--- config.mk ---
export PLATFORM = sky130hd
export DESIGN_NAME = stream_substring_replace
export DESIGN_NICKNAME = d
export VERILOG_FILES = /design/src/hw/rtl/ssr_pkg.sv /design/src/hw/rtl/ssr_window_cell.sv /design/src/hw/rtl/ssr_queue_cell.sv /design/src/hw/rtl/stream_substring_replace.sv
export VERILOG_INCLUDE_DIRS = /design/src /design/src/hw/rtl
export SDC_FILE = /design/constraint.sdc
export NUM_CORES = 1
export LEC_CHECK = 0
export ABC_AREA = 1
export BUFFER_PORTS_ARGS = -buffer_cell sky130_fd_sc_hd__clkbuf_2
export CAP_MARGIN = 20
export CELL_PAD_IN_SITES_DETAIL_PLACEMENT = 1
export CELL_PAD_IN_SITES_GLOBAL_PLACEMENT = 2
export CORE_MARGIN = 2
export CORE_UTILIZATION = 36
export DETAILED_ROUTE_END_ITERATION = 8
export PLACE_DENSITY = 0.87
export SLEW_MARGIN = 25
export SYNTH_ARGS = -nofsm -noshare
export SYNTH_HDL_FRONTEND = slang
export SYNTH_SLANG_ARGS = --single-unit
--- constraint.sdc ---
create_clock -name clk -period 9.3 [get_ports clk]
set_clock_uncertainty 0.2 [all_clocks]
set_input_delay 1.86 -clock clk [delete_from_list [all_inputs] [get_ports clk]]
set_output_delay 1.86 -clock clk [all_outputs]
set_load 0.05 [all_outputs]
--- src/hw/rtl/stream_substring_replace_assert.svh ---
// Assertion macros shared by the find-and-replace RTL.
`ifndef STREAM_SUBSTRING_REPLACE_ASSERT_SVH
`define STREAM_SUBSTRING_REPLACE_ASSERT_SVH

// A condition that holds at every clock edge outside reset.
`define SSR_ASSERT_ALWAYS(lbl, clk, rstn, cond, msg) \
  lbl: assert property (@(posedge clk) disable iff (!rstn) (cond)) else $error(msg);

// A condition that must hold in the same cycle as its trigger.
`define SSR_ASSERT_IMP(lbl, clk, rstn, ante, cons, msg) \
  lbl: assert property (@(posedge clk) disable iff (!rstn) (ante) |-> (cons)) \
    else $error(msg);

// A condition that must hold in the cycle after its trigger.
`define SSR_ASSERT_NXT(lbl, clk, rstn, ante, cons, msg) \
  lbl: assert property (@(posedge clk) disable iff (!rstn) (ante) |=> (cons)) \
    else $error(msg);

`endif

--- src/hw/rtl/ssr_pkg.sv ---
package ssr_pkg;

  // Default sizes of the window and of the replacement.
  localparam int SSR_MAX_PATTERN     = 8;
  localparam int SSR_MAX_REPLACEMENT = 8;

  localparam int BYTE_W    = 8;
  localparam int CFG_IDX_W = 2;
  localparam int CFG_DATA_W = 64;
  localparam int CFG_LEN_W = 4;

  // Configuration register indexes.
  typedef enum logic [CFG_IDX_W-1:0] {
    CFG_PATTERN_BYTES      = 2'd0,
    CFG_PATTERN_LENGTH     = 2'd1,
    CFG_REPLACEMENT_BYTES  = 2'd2,
    CFG_REPLACEMENT_LENGTH = 2'd3
  } cfg_idx_t;

  // Controls for one window cell.
  typedef struct packed {
    logic load;   // a request is accepted this cycle
    logic put;    // the incoming byte lands in this cell
    logic shift;  // take the neighbour's byte (oldest byte leaves)
    logic cmp;    // this cell lies inside the pattern length
  } win_ctl_t;

  // Controls for one output queue cell.
  typedef struct packed {
    logic load;   // take a freshly produced result
    logic shift;  // head was taken, move one place down
  } q_ctl_t;

  // One result entry.
  typedef struct packed {
    logic [BYTE_W-1:0] data;
    logic              present;
    logic              last;
    logic              done;
  } res_t;

endpackage

--- src/hw/rtl/ssr_window_cell.sv ---
module ssr_window_cell (
  input  logic                      clk,
  input  ssr_pkg::win_ctl_t         ctl,
  input  logic [ssr_pkg::BYTE_W-1:0] in_byte,
  input  logic [ssr_pkg::BYTE_W-1:0] pat_byte,
  input  logic [ssr_pkg::BYTE_W-1:0] nbr_byte,
  output logic [ssr_pkg::BYTE_W-1:0] cur_byte,
  output logic                      eq
);
  import ssr_pkg::*;

  logic [BYTE_W-1:0] byte_r;

  // Window content as seen after the incoming byte is written.
  assign cur_byte = ctl.put ? in_byte : byte_r;

  // Cells beyond the pattern length never spoil a match.
  assign eq = ctl.cmp ? (cur_byte == pat_byte) : 1'b1;

  // On a mismatch the window moves one place towards the head.
  always_ff @(posedge clk) begin
    if (ctl.load) begin
      if (ctl.shift) begin
        byte_r <= nbr_byte;
      end else if (ctl.put) begin
        byte_r <= in_byte;
      end
    end
  end

endmodule

--- src/hw/rtl/ssr_queue_cell.sv ---
module ssr_queue_cell (
  input  logic            clk,
  input  ssr_pkg::q_ctl_t ctl,
  input  ssr_pkg::res_t   new_ent,
  input  ssr_pkg::res_t   nbr_ent,
  output ssr_pkg::res_t   ent
);
  import ssr_pkg::*;

  res_t ent_r;

  assign ent = ent_r;

  // A new result has priority; otherwise follow the queue forward.
  always_ff @(posedge clk) begin
    if (ctl.load) begin
      ent_r <= new_ent;
    end else if (ctl.shift) begin
      ent_r <= nbr_ent;
    end
  end

endmodule

--- src/hw/rtl/stream_substring_replace.sv ---
// Results of an accepted request are registered into the queue behind those still waiting.
// Throughput: one byte per cycle while each request yields at most one result and out_tready
// stays high; a request yielding n results sends them from the queue, one per cycle while ready.
// Input is taken while the output queue has room for the worst case of the next request.
// Reset (rst_n low, synchronous) empties window and queue, pattern length 1, no replacement.
module stream_substring_replace #(
  parameter int MAX_PATTERN     = ssr_pkg::SSR_MAX_PATTERN,
  parameter int MAX_REPLACEMENT = ssr_pkg::SSR_MAX_REPLACEMENT
) (
  input  logic                          clk,
  input  logic                          rst_n,
  // Source bytes
  input  logic                          in_tvalid,
  output logic                          in_tready,
  input  logic [7:0]                    in_tdata,   // [7:0] in_byte
  input  logic                          in_tlast,   // end_of_string
  // Rewritten bytes
  output logic                          out_tvalid,
  input  logic                          out_tready,
  output logic [7:0]                    out_tdata,  // [7:0] out_byte
  output logic                          out_tlast,  // run_last
  output logic [1:0]                    out_tuser,  // [0] byte_present, [1] string_done
  // Configuration writes
  input  logic                          cfg_valid,
  output logic                          cfg_ready,
  input  logic [ssr_pkg::CFG_IDX_W-1:0]  cfg_index,
  input  logic [ssr_pkg::CFG_DATA_W-1:0] cfg_data
);
  import ssr_pkg::*;

`include "stream_substring_replace_assert.svh"

  localparam int WIN = MAX_PATTERN;
  localparam int QD  = (MAX_PATTERN > MAX_REPLACEMENT) ? MAX_PATTERN : MAX_REPLACEMENT;
  localparam int FW  = $clog2(WIN + 1);
  localparam int RW  = $clog2(MAX_REPLACEMENT + 1);
  localparam int CW  = $clog2(QD + 1);
  localparam int JW  = (QD > 1) ? $clog2(QD) : 1;
  localparam int PB  = WIN * BYTE_W;
  localparam int RB  = MAX_REPLACEMENT * BYTE_W;
  localparam logic [CW:0] QD_W = (CW + 1)'(QD);

  // Configuration registers, lengths held already clamped.
  logic [PB-1:0] pat_r;
  logic [FW-1:0] plen_r;
  logic [RB-1:0] rep_r;
  logic [RW-1:0] rlen_r;

  logic [FW-1:0] fill_r, fill_nxt;
  logic [CW-1:0] cnt_r, cnt_nxt;

  logic [CFG_LEN_W-1:0] cfg_len;
  logic [FW-1:0]        plen_cfg;
  logic [RW-1:0]        rlen_cfg;

  logic [FW-1:0] fill_eff, fill1;
  logic          cmp_hit, all_eq, match, eos, marker, pop, acc;
  logic [CW-1:0] n_raw, n_new, worst, base;
  logic [CW:0]   room_need, fill_after;

  logic [WIN-1:0]    eq;
  logic [BYTE_W-1:0] wcur [WIN];
  res_t              new_ent [QD];
  res_t              q_ent [QD];

  assign cfg_ready = 1'b1;
  assign eos       = in_tlast;

  // Clamp the written lengths to what the hardware holds.
  assign cfg_len = cfg_data[CFG_LEN_W-1:0];
  always_comb begin
    if (cfg_len == '0) begin
      plen_cfg = FW'(1);
    end else if (cfg_len > CFG_LEN_W'(WIN)) begin
      plen_cfg = FW'(WIN);
    end else begin
      plen_cfg = FW'(cfg_len);
    end
    if (cfg_len > CFG_LEN_W'(MAX_REPLACEMENT)) begin
      rlen_cfg = RW'(MAX_REPLACEMENT);
    end else begin
      rlen_cfg = RW'(cfg_len);
    end
  end

  // Configuration registers.
  always_ff @(posedge clk) begin
    if (!rst_n) begin
      pat_r  <= '0;
      plen_r <= FW'(1);
      rep_r  <= '0;
      rlen_r <= '0;
    end else if (cfg_valid && cfg_ready) begin
      unique case (cfg_idx_t'(cfg_index))
        CFG_PATTERN_BYTES:      pat_r  <= cfg_data[PB-1:0];
        CFG_PATTERN_LENGTH:     plen_r <= plen_cfg;
        CFG_REPLACEMENT_BYTES:  rep_r  <= cfg_data[RB-1:0];
        CFG_REPLACEMENT_LENGTH: rlen_r <= rlen_cfg;
      endcase
    end
  end

  // Window decision for the request on the input.
  assign fill_eff = (fill_r >= plen_r) ? '0 : fill_r;
  assign fill1    = fill_eff + FW'(1);
  assign cmp_hit  = (fill1 == plen_r);
  assign all_eq   = &eq;
  assign match    = cmp_hit && all_eq;

  always_comb begin
    if (match) begin
      n_raw = CW'(rlen_r);
    end else if (cmp_hit) begin
      n_raw = eos ? CW'(plen_r) : CW'(1);
    end else begin
      n_raw = eos ? CW'(fill1) : '0;
    end
  end

  assign marker = eos && (n_raw == '0);
  assign n_new  = marker ? CW'(1) : n_raw;

  // Worst count of results the next request can cause, whatever its data.
  always_comb begin
    if (fill1 < plen_r) begin
      worst = CW'(fill1);
    end else if (CW'(plen_r) > CW'(rlen_r)) begin
      worst = CW'(plen_r);
    end else begin
      worst = CW'(rlen_r);
    end
  end

  // Handshakes.
  assign pop        = (cnt_r != '0) && out_tready;
  assign base       = cnt_r - CW'(pop);
  assign room_need  = {1'b0, base} + {1'b0, worst};
  assign fill_after = {1'b0, base} + {1'b0, n_new};
  assign in_tready  = (room_need <= QD_W);
  assign acc        = in_tvalid && in_tready;

  always_comb begin
    if (eos || match) begin
      fill_nxt = '0;
    end else if (cmp_hit) begin
      fill_nxt = plen_r - FW'(1);
    end else begin
      fill_nxt = fill1;
    end
    cnt_nxt = acc ? fill_after[CW-1:0] : base;
  end

  always_ff @(posedge clk) begin
    if (!rst_n) begin
      fill_r <= '0;
      cnt_r  <= '0;
    end else begin
      cnt_r <= cnt_nxt;
      if (cfg_valid && cfg_ready && (cfg_idx_t'(cfg_index) == CFG_PATTERN_LENGTH)) begin
        fill_r <= '0;
      end else if (acc) begin
        fill_r <= fill_nxt;
      end
    end
  end

  // Row of window cells.
  for (genvar k = 0; k < WIN; k++) begin : g_win
    win_ctl_t          wctl;
    logic [BYTE_W-1:0] nbr;

    assign wctl.load  = acc;
    assign wctl.put   = (fill_eff == FW'(k));
    assign wctl.shift = cmp_hit && !match;
    assign wctl.cmp   = (FW'(k) < plen_r);

    if (k < WIN - 1) begin : g_nbr
      assign nbr = wcur[k+1];
    end else begin : g_end
      assign nbr = '0;
    end

    ssr_window_cell u_cell (
      .clk      (clk),
      .ctl      (wctl),
      .in_byte  (in_tdata),
      .pat_byte (pat_r[k*BYTE_W +: BYTE_W]),
      .nbr_byte (nbr),
      .cur_byte (wcur[k]),
      .eq       (eq[k])
    );
  end

  // Results produced by this request, in order.
  for (genvar j = 0; j < QD; j++) begin : g_res
    logic [BYTE_W-1:0] rep_b, win_b;

    if (j < MAX_REPLACEMENT) begin : g_rep
      assign rep_b = rep_r[j*BYTE_W +: BYTE_W];
    end else begin : g_norep
      assign rep_b = '0;
    end

    if (j < WIN) begin : g_wb
      assign win_b = wcur[j];
    end else begin : g_nowb
      assign win_b = '0;
    end

    always_comb begin
      if (marker) begin
        new_ent[j].data = '0;
      end else if (match) begin
        new_ent[j].data = rep_b;
      end else begin
        new_ent[j].data = win_b;
      end
      new_ent[j].present = !marker;
      new_ent[j].last    = (CW'(j) == (n_new - CW'(1)));
      new_ent[j].done    = new_ent[j].last && eos;
    end
  end

  // Output queue: results are appended behind those still waiting.
  for (genvar i = 0; i < QD; i++) begin : g_q
    q_ctl_t      qctl;
    logic [CW:0] off;
    res_t        nbr;

    assign off       = {1'b0, CW'(i)} - {1'b0, base};
    assign qctl.load = acc && (CW'(i) >= base) && (off[CW-1:0] < n_new);
    assign qctl.shift = pop;

    if (i < QD - 1) begin : g_nbr
      assign nbr = q_ent[i+1];
    end else begin : g_end
      assign nbr = '0;
    end

    ssr_queue_cell u_cell (
      .clk     (clk),
      .ctl     (qctl),
      .new_ent (new_ent[off[JW-1:0]]),
      .nbr_ent (nbr),
      .ent     (q_ent[i])
    );
  end

  assign out_tvalid   = (cnt_r != '0);
  assign out_tdata    = q_ent[0].data;
  assign out_tlast    = q_ent[0].last;
  assign out_tuser[0] = q_ent[0].present;
  assign out_tuser[1] = q_ent[0].done;

  // Checks on window and queue bookkeeping.
  `SSR_ASSERT_ALWAYS(a_cnt_bound, clk, rst_n, cnt_r <= CW'(QD), "output queue count overrun")
  `SSR_ASSERT_ALWAYS(a_fill_bound, clk, rst_n, fill_r < plen_r, "window fill reached pattern length")
  `SSR_ASSERT_IMP(a_no_overflow, clk, rst_n, acc, fill_after <= QD_W, "accepted request overflows queue")
  `SSR_ASSERT_NXT(a_eos_flush, clk, rst_n, acc && eos, fill_r == '0, "window not empty after end of string")

endmodule

==> results of run 1 <==
state kept, by name, indices dropped and copies added, names as in the netlist:
name	flops
rep_r	64
cnt_r	4
pat_r	64
rlen_r	4
plen_r	4
g_win.u_cell.byte_r	64
g_q.u_cell.ent	88
fill_r	4
worst max path at each step:
stage,start,to,slack (ns),depth (start not counted)
floorplan,out_tready,cnt_r[0],1.63,18
global placement,out_tready,in_tready,1.81,16
detailed placement,out_tready,g_q[1].u_cell.ent[5],1.64,17
CTS,plen_r[3],in_tready,1.38,24
global route,plen_r[3],in_tready,0.93,26
finish,plen_r[3],in_tready,1.37,24
kinds of logic (layout without fill, tap and decap cells):
group,Yosys count,count (layout),share of synthesized area
buffers and inverters,397,413,0.08368
DFF,296,296,0.3888
adders and majority gates,56,56,0.03776
and+or+nand+nor,1572,1572,0.3565
xor gates and xnor gates,12,12,0.005487
other,1,2,0.0001958
muxes,1,1,0.0005226
AOI/OAI and AO/OA,465,465,0.1270
layout by cell type, fill, tap and decap left out, drive strengths merged:
master      n
diode       1
mux2i       1
nand2     897
a221o       1
xnor2       4
a21boi      1
nor3        3
conb        1
clkinvlp    2
fa          3
o21bai      1
bufinv      2
nand4      22
edfxtp    152
nor2      159
xor2        8
buf        29
clkinv     11
o211ai      7
or2         1
and3        1
a31oi      22
inv       223
o2111ai     2
a211oi      3
nand3     446
a21oi     132
ha         53
clkbuf    146
o21ai     296
dfxtp     144
nand3b     43
per-layer routing:
metal / vias to the layer above / global-route usage
met5: - / 0
met4: 0 / 0.1028
met3: 131 / 0.03019
met2: 496 / 0.4839
met1: 9575 / 0.3476
li1: 9295 / -
layout make-up:
class | count | area [um2] | area share
multi-input cells | 2107 | 10140 | 0.4801
flip-flops and latches | 296 | 7447 | 0.3524
repair buffers | 120 | 676.9 | 0.03203
clock inverters | 10 | 128.9 | 0.006099
inverters | 228 | 855.8 | 0.04050
diodes | 1 | 2.502 | 0.0001184
clock buffers | 55 | 1013 | 0.04796
well taps | 688 | 860.8 | 0.04074
worst min-delay path: cells and delay by family, from the launching register on:
family | cells | cell delay (ns)
AOI/OAI and AO/OA | 1 | 0.05
buffers and inverters | 1 | 0.05
DFF | 1 | 0.30
per-stage QoR:
| step | utilization | std cells | cell area [um2] | hold WS [ns] |
|---|---|---|---|---|
| after global routing | 0.4020 | 3504 | 21130 | 0.2708 |
| after CTS | 0.4020 | 3504 | 21120 | 0.2492 |
| after global placement | 0.3802 | 3439 | 19980 | 0.2363 |
| after detailed placement | 0.3802 | 3439 | 19980 | 0.2409 |
| after floorplan | - | 2800 | 19150 | 0.2237 |
| final | 0.4021 | 3505 | 21130 | 0.2464 |
==> results_dict.tcl, run 1 <==
set metrics [dict create \
    cts.sinks 296 \
    crit_buf_inv 6 \
    clkTransAtPathRegs_ns 0.06 \
    cts-resized-gates 0 \
    crit_chain "inv_1 -> ha_1 -> a21oi_4 -> nand4_2 -> nor2_4 -> nand2_1 -> nand2_1 -> ha_1 -> nand2_1 -> inv_1 -> o21ai_0 -> nand2_1 -> inv_1 -> a21oi_1 -> o21ai_0 -> o21ai_0 -> ha_1 -> inv_1 -> fa_1 -> xor2_1 -> nand3b_1 -> a221o_1 -> inv_1 -> clkbuf_2" \
    ys_seq_area_frac 0.3888 \
    pre_cts_ws_ns 1.638 \
    synth_edf_count 152 \
    wl_met3_um 3415 \
    detail_route.wl_per_cell_um 22.00 \
    synth_area_um2 19150 \
    ctsHtreeMaxLevel 2 \
    area_delta_synth_final_pct 10.32 \
    setup_violations 0 \
    hold_viol_final 0 \
    max_slew_margin 0.2996 \
    io_buffers 92 \
    synth-seq-cells 296 \
    fill_cells 6781 \
    netlist_top_cells_count "884 x nand2_1, 445 x nand3_1, 259 x o21ai_0, 214 x inv_1, 153 x nor2_1" \
    hp-start "rep_r[60]" \
    syn_inst 2800 \
    grt_pass1_wl_um 118400 \
    cts_tree "yes" \
    clkLatencyLatePin_ns 0.58 \
    crit_arrival_ns 5.87 \
    drv_cap 0 \
    drt_iter0_markers 1548 \
    async_flop_share 0 \
    yosys.area.top_type "edfxtp_1" \
    track_usage 0.2757 \
    cp_max_fo 16 \
    dieArea_um2 55070 \
    antenna_found_initial 0 \
    cts_buffers 37 \
    required_ns 7.24 \
    fin_crit_sh 0.8524 \
    reg2reg_to "g_q[4].u_cell.ent[1]" \
    synth_top_area_frac 0.2383 \
    finalWorstSetupSlack_ns 1.372 \
    tightest_slew_ns 1.040 \
    end_kind "primary output" \
    reg2reg_from "plen_r[3]" \
    setup_tns_ns 0 \
    start_util 0.3645 \
    crit_type "register to primary output" \
    detail-route-antenna-nets 0 \
    ys_types 45 \
    route.vias.total 19500 \
    rsz0062_at_grt "false" \
    root_buffer "clkbuf_16" \
    hold_end "rep_r[60]" \
    postSynthNetCount 2936 \
    drt-total-wl_um 77110 \
    syn_avg_cell_area_um2 6.840 \
    hpwl_um 56820 \
    top_layer "met4" \
    cts_buffer_depth 3 \
    fmax_mhz 126.1 \
    run_status "completed" \
    gr-total-overflow 0 \
    drv_slew 0 \
    synthFlopType "edfxtp_1" \
    crit_family "simple AND/OR/NAND/NOR gates" \
    met1Wirelength_um 32880 \
    cp_common_cell "inv_1" \
    cpMaxStageDelayCell "nand2_1" \
    period_minus_slack_ns 7.928 \
    core_um2 52550 \
    hold_buffers 0 \
    synth_warnings 0 \
    final_nets 2926 \
    grt_pass1_vias 19730 \
    yosysMostFrequentCell "nand2_1" \
    r2r_cells 27 \
    met2_length_um 37720 \
    grt_max_degree 101 \
    cts_setup_buffers 0 \
    fp.dieW_um 234.7 \
    hold_depth 2 \
    hold_path_class "register to register" \
    synthTopCellsByArea "edfxtp_1 24%, nand2_1 17%, dfxtp_1 15%, nand3_1 12%, o21ai_0 6.8%" \
    num_rows 84 \
    layout-drive-gt1-share 0.07351 \
    route.detailed.drc 0 \
    rrSetupSlack_ns 1.68 \
    cpPeakStageDelay_ns 0.53 \
    vias_per_cell 5.563 \
    die_h_um 234.7 \
    firstDrtPassIters 5 \
    place_congestion 0.9143 \
    ios 94 \
    startpoint_type "register" \
]
Power of run 1 is not shown: default switching activity piles up to over one toggle a cycle in this logic, so the estimate is an artifact.
==> run 2, diff against run 1 <==
- CORE_UTILIZATION: 36 -> 38
- PLACE_DENSITY: 0.87 -> 0.91
- REMOVE_ABC_BUFFERS: not set -> 1
- clock period: 9.3 -> 10.1 ns (I/O delays scaled with it)
==> run 2 against run 1 <==
  * Wire length down 8.6%
  * Register-to-register slack better by 0.46 ns
  * Count of clock-buffer cells in the layout down 1
  * First-iteration DRC count down 12%
  * Critical path depth up 3
  * Hold slack better by 0.0024 ns
  * Die area down 5.2%
  * Via count down 1.6%
  * Global-route usage down 0.72 points
  * Design area about the same
  * Sequential share of layout area about the same
  * Sequential cell count unchanged
  * Critical path type unchanged
==> results_dict.tcl, run 2 (synthesis results as in run 1) <==
set metrics [dict create \
    fmax_mhz 123.2 \
    end_kind "primary output" \
    met3_usage 0.02782 \
    start_util 0.3833 \
    cts_setup_buffers 0 \
    route.vias.total 19190 \
    hold_path_class "register to register" \
    drv_slew 0 \
    detail_route.wl_per_cell_um 20.21 \
    hold_depth 2 \
    rsz0062_at_grt "false" \
    ios 94 \
    top_usage_layer "met2" \
    required_ns 7.88 \
    io_buffers 92 \
    final_cell_mix "883 x nand2_1, 444 x nand3_1, 259 x o21ai_0" \
    grt_use_met1 0.3603 \
    cts_tree "yes" \
    core_um2 49970 \
    crit_type "register to primary output" \
    hp-start "rep_r[20]" \
    num_rows 82 \
    firstDrtPassIters 5 \
    cts_buffer_depth 3 \
    vias_per_cell 5.502 \
    register_area_um2 7447 \
    grt_pass1_wl_um 110900 \
    rrSetupSlack_ns 2.14 \
    largest_reg_flops 88 \
    grt_use_met2 0.4528 \
    reg2reg_to "g_q[1].u_cell.ent[6]" \
    layout-drive-gt1-share 0.07422 \
    place_congestion 0.8999 \
    dieArea_um2 52210 \
    route.detailed.drc 0 \
    cts.sinks 296 \
    clkLatencyLatePin_ns 0.57 \
    startpoint_type "register" \
    area_delta_synth_final_pct 10.29 \
    fin_crit_sh 0.8036 \
    clkTransAtPathRegs_ns 0.06 \
    grt_max_degree 130 \
    gr-total-overflow 0 \
    setup_violations 0 \
    hpwl_um 51920 \
    hold_buffers 0 \
    r2r_cells 28 \
    max_slew_margin 0.2860 \
    fill_cells 6517 \
    crit_arrival_ns 5.90 \
    drt_iter0_markers 1362 \
    setup_tns_ns 0 \
    root_buffer "clkbuf_16" \
    multiInputGateArea_um2 10140 \
    die_h_um 228.5 \
    cts-resized-gates 0 \
    hold_viol_final 0 \
    drv_cap 0 \
    antenna_cells 0 \
    ctsHtreeMaxLevel 2 \
    track_usage 0.2685 \
    fp.dieW_um 228.5 \
    run_status "completed" \
    cp_max_fo 34 \
    hold_end "rep_r[20]" \
    period_minus_slack_ns 8.116 \
    reg2reg_from "plen_r[3]" \
    startpoint "plen_r[3]" \
    tightest_slew_ns 1.060 \
    detail-route-antenna-nets 0 \
    cts_buffers 37 \
    grt_pass1_vias 19510 \
    final_nets 2924 \
    drt-total-wl_um 70500 \
    layout_commonest_cell "nand2_1" \
    antenna_found_initial 0 \
]
run 2: cell count changes in the layout (fill, tap and decap cells not counted), sizes merged:
cell,change
buf,-2
clkinvlp,-1
clkbuf,-1
diode,-1
clkinv,+6
inv,-1
bufinv,-1
run 2: worst max-delay path by stage:
stage | slack [ns] | end
floorplan | 0.40 | g_q[0].u_cell.ent[0]
global placement | 2.29 | g_q[1].u_cell.ent[7]
detailed placement | 2.10 | g_q[1].u_cell.ent[6]
CTS | 1.91 | in_tready
global route | 1.45 | in_tready
finish | 1.98 | in_tready
run 2: final cells by class:
| type | count | area share |
|---|---|---|
| Multi-Input combinational cell | 2107 | 0.4802 |
| Tap cell | 672 | 0.03980 |
| Sequential cell | 296 | 0.3525 |
| Clock inverter | 13 | 0.005627 |
| Clock buffer | 54 | 0.04975 |
| Inverter | 228 | 0.04051 |
| Timing Repair Buffer | 118 | 0.03151 |
run 2: per-layer routing:
layer	vias up	wire length, um
met5	-	0
met4	0	2092
met1	9350	32190
li1	9300	-
met2	428	33370
met3	112	2856
run 2: critical path, cell delays in order (launching register included):
cell and delay (ns):
dfxtp_1 0.46, inv_1 0.23, ha_1 0.40, nand2_1 0.10
inv_2 0.05, nand2_2 0.17, nand4_2 0.17, nor2_4 0.11
buf_4 0.40, nand2_1 0.45, nand2_1 0.27, ha_1 0.18
nand2_1 0.06, inv_1 0.06, o21ai_0 0.08, nand2_1 0.15
inv_1 0.10, a21oi_1 0.12, o21ai_0 0.09, o21ai_0 0.10
ha_1 0.19, inv_1 0.06, fa_1 0.39, xor2_1 0.16
nand3b_1 0.10, a221o_1 0.32, inv_1 0.08, clkbuf_2 0.27
run 2: metrics by stage:
stage	util	area, um2	hold slack (ns)	setup WS [ns]	std cells
3_3_place_gp	0.3992	19950	0.2338	2.294	3421
3_5_place_dp	0.3992	19950	0.2398	2.095	3421
4_1_cts	0.4226	21120	0.2484	1.910	3488
2_1_floorplan	-	18410	0.2231	0.4030	2631
6_report	0.4228	21120	0.2488	1.984	3488
5_1_grt	0.4228	21120	0.2646	1.453	3488
Power of run 2 is left out for the same reason.
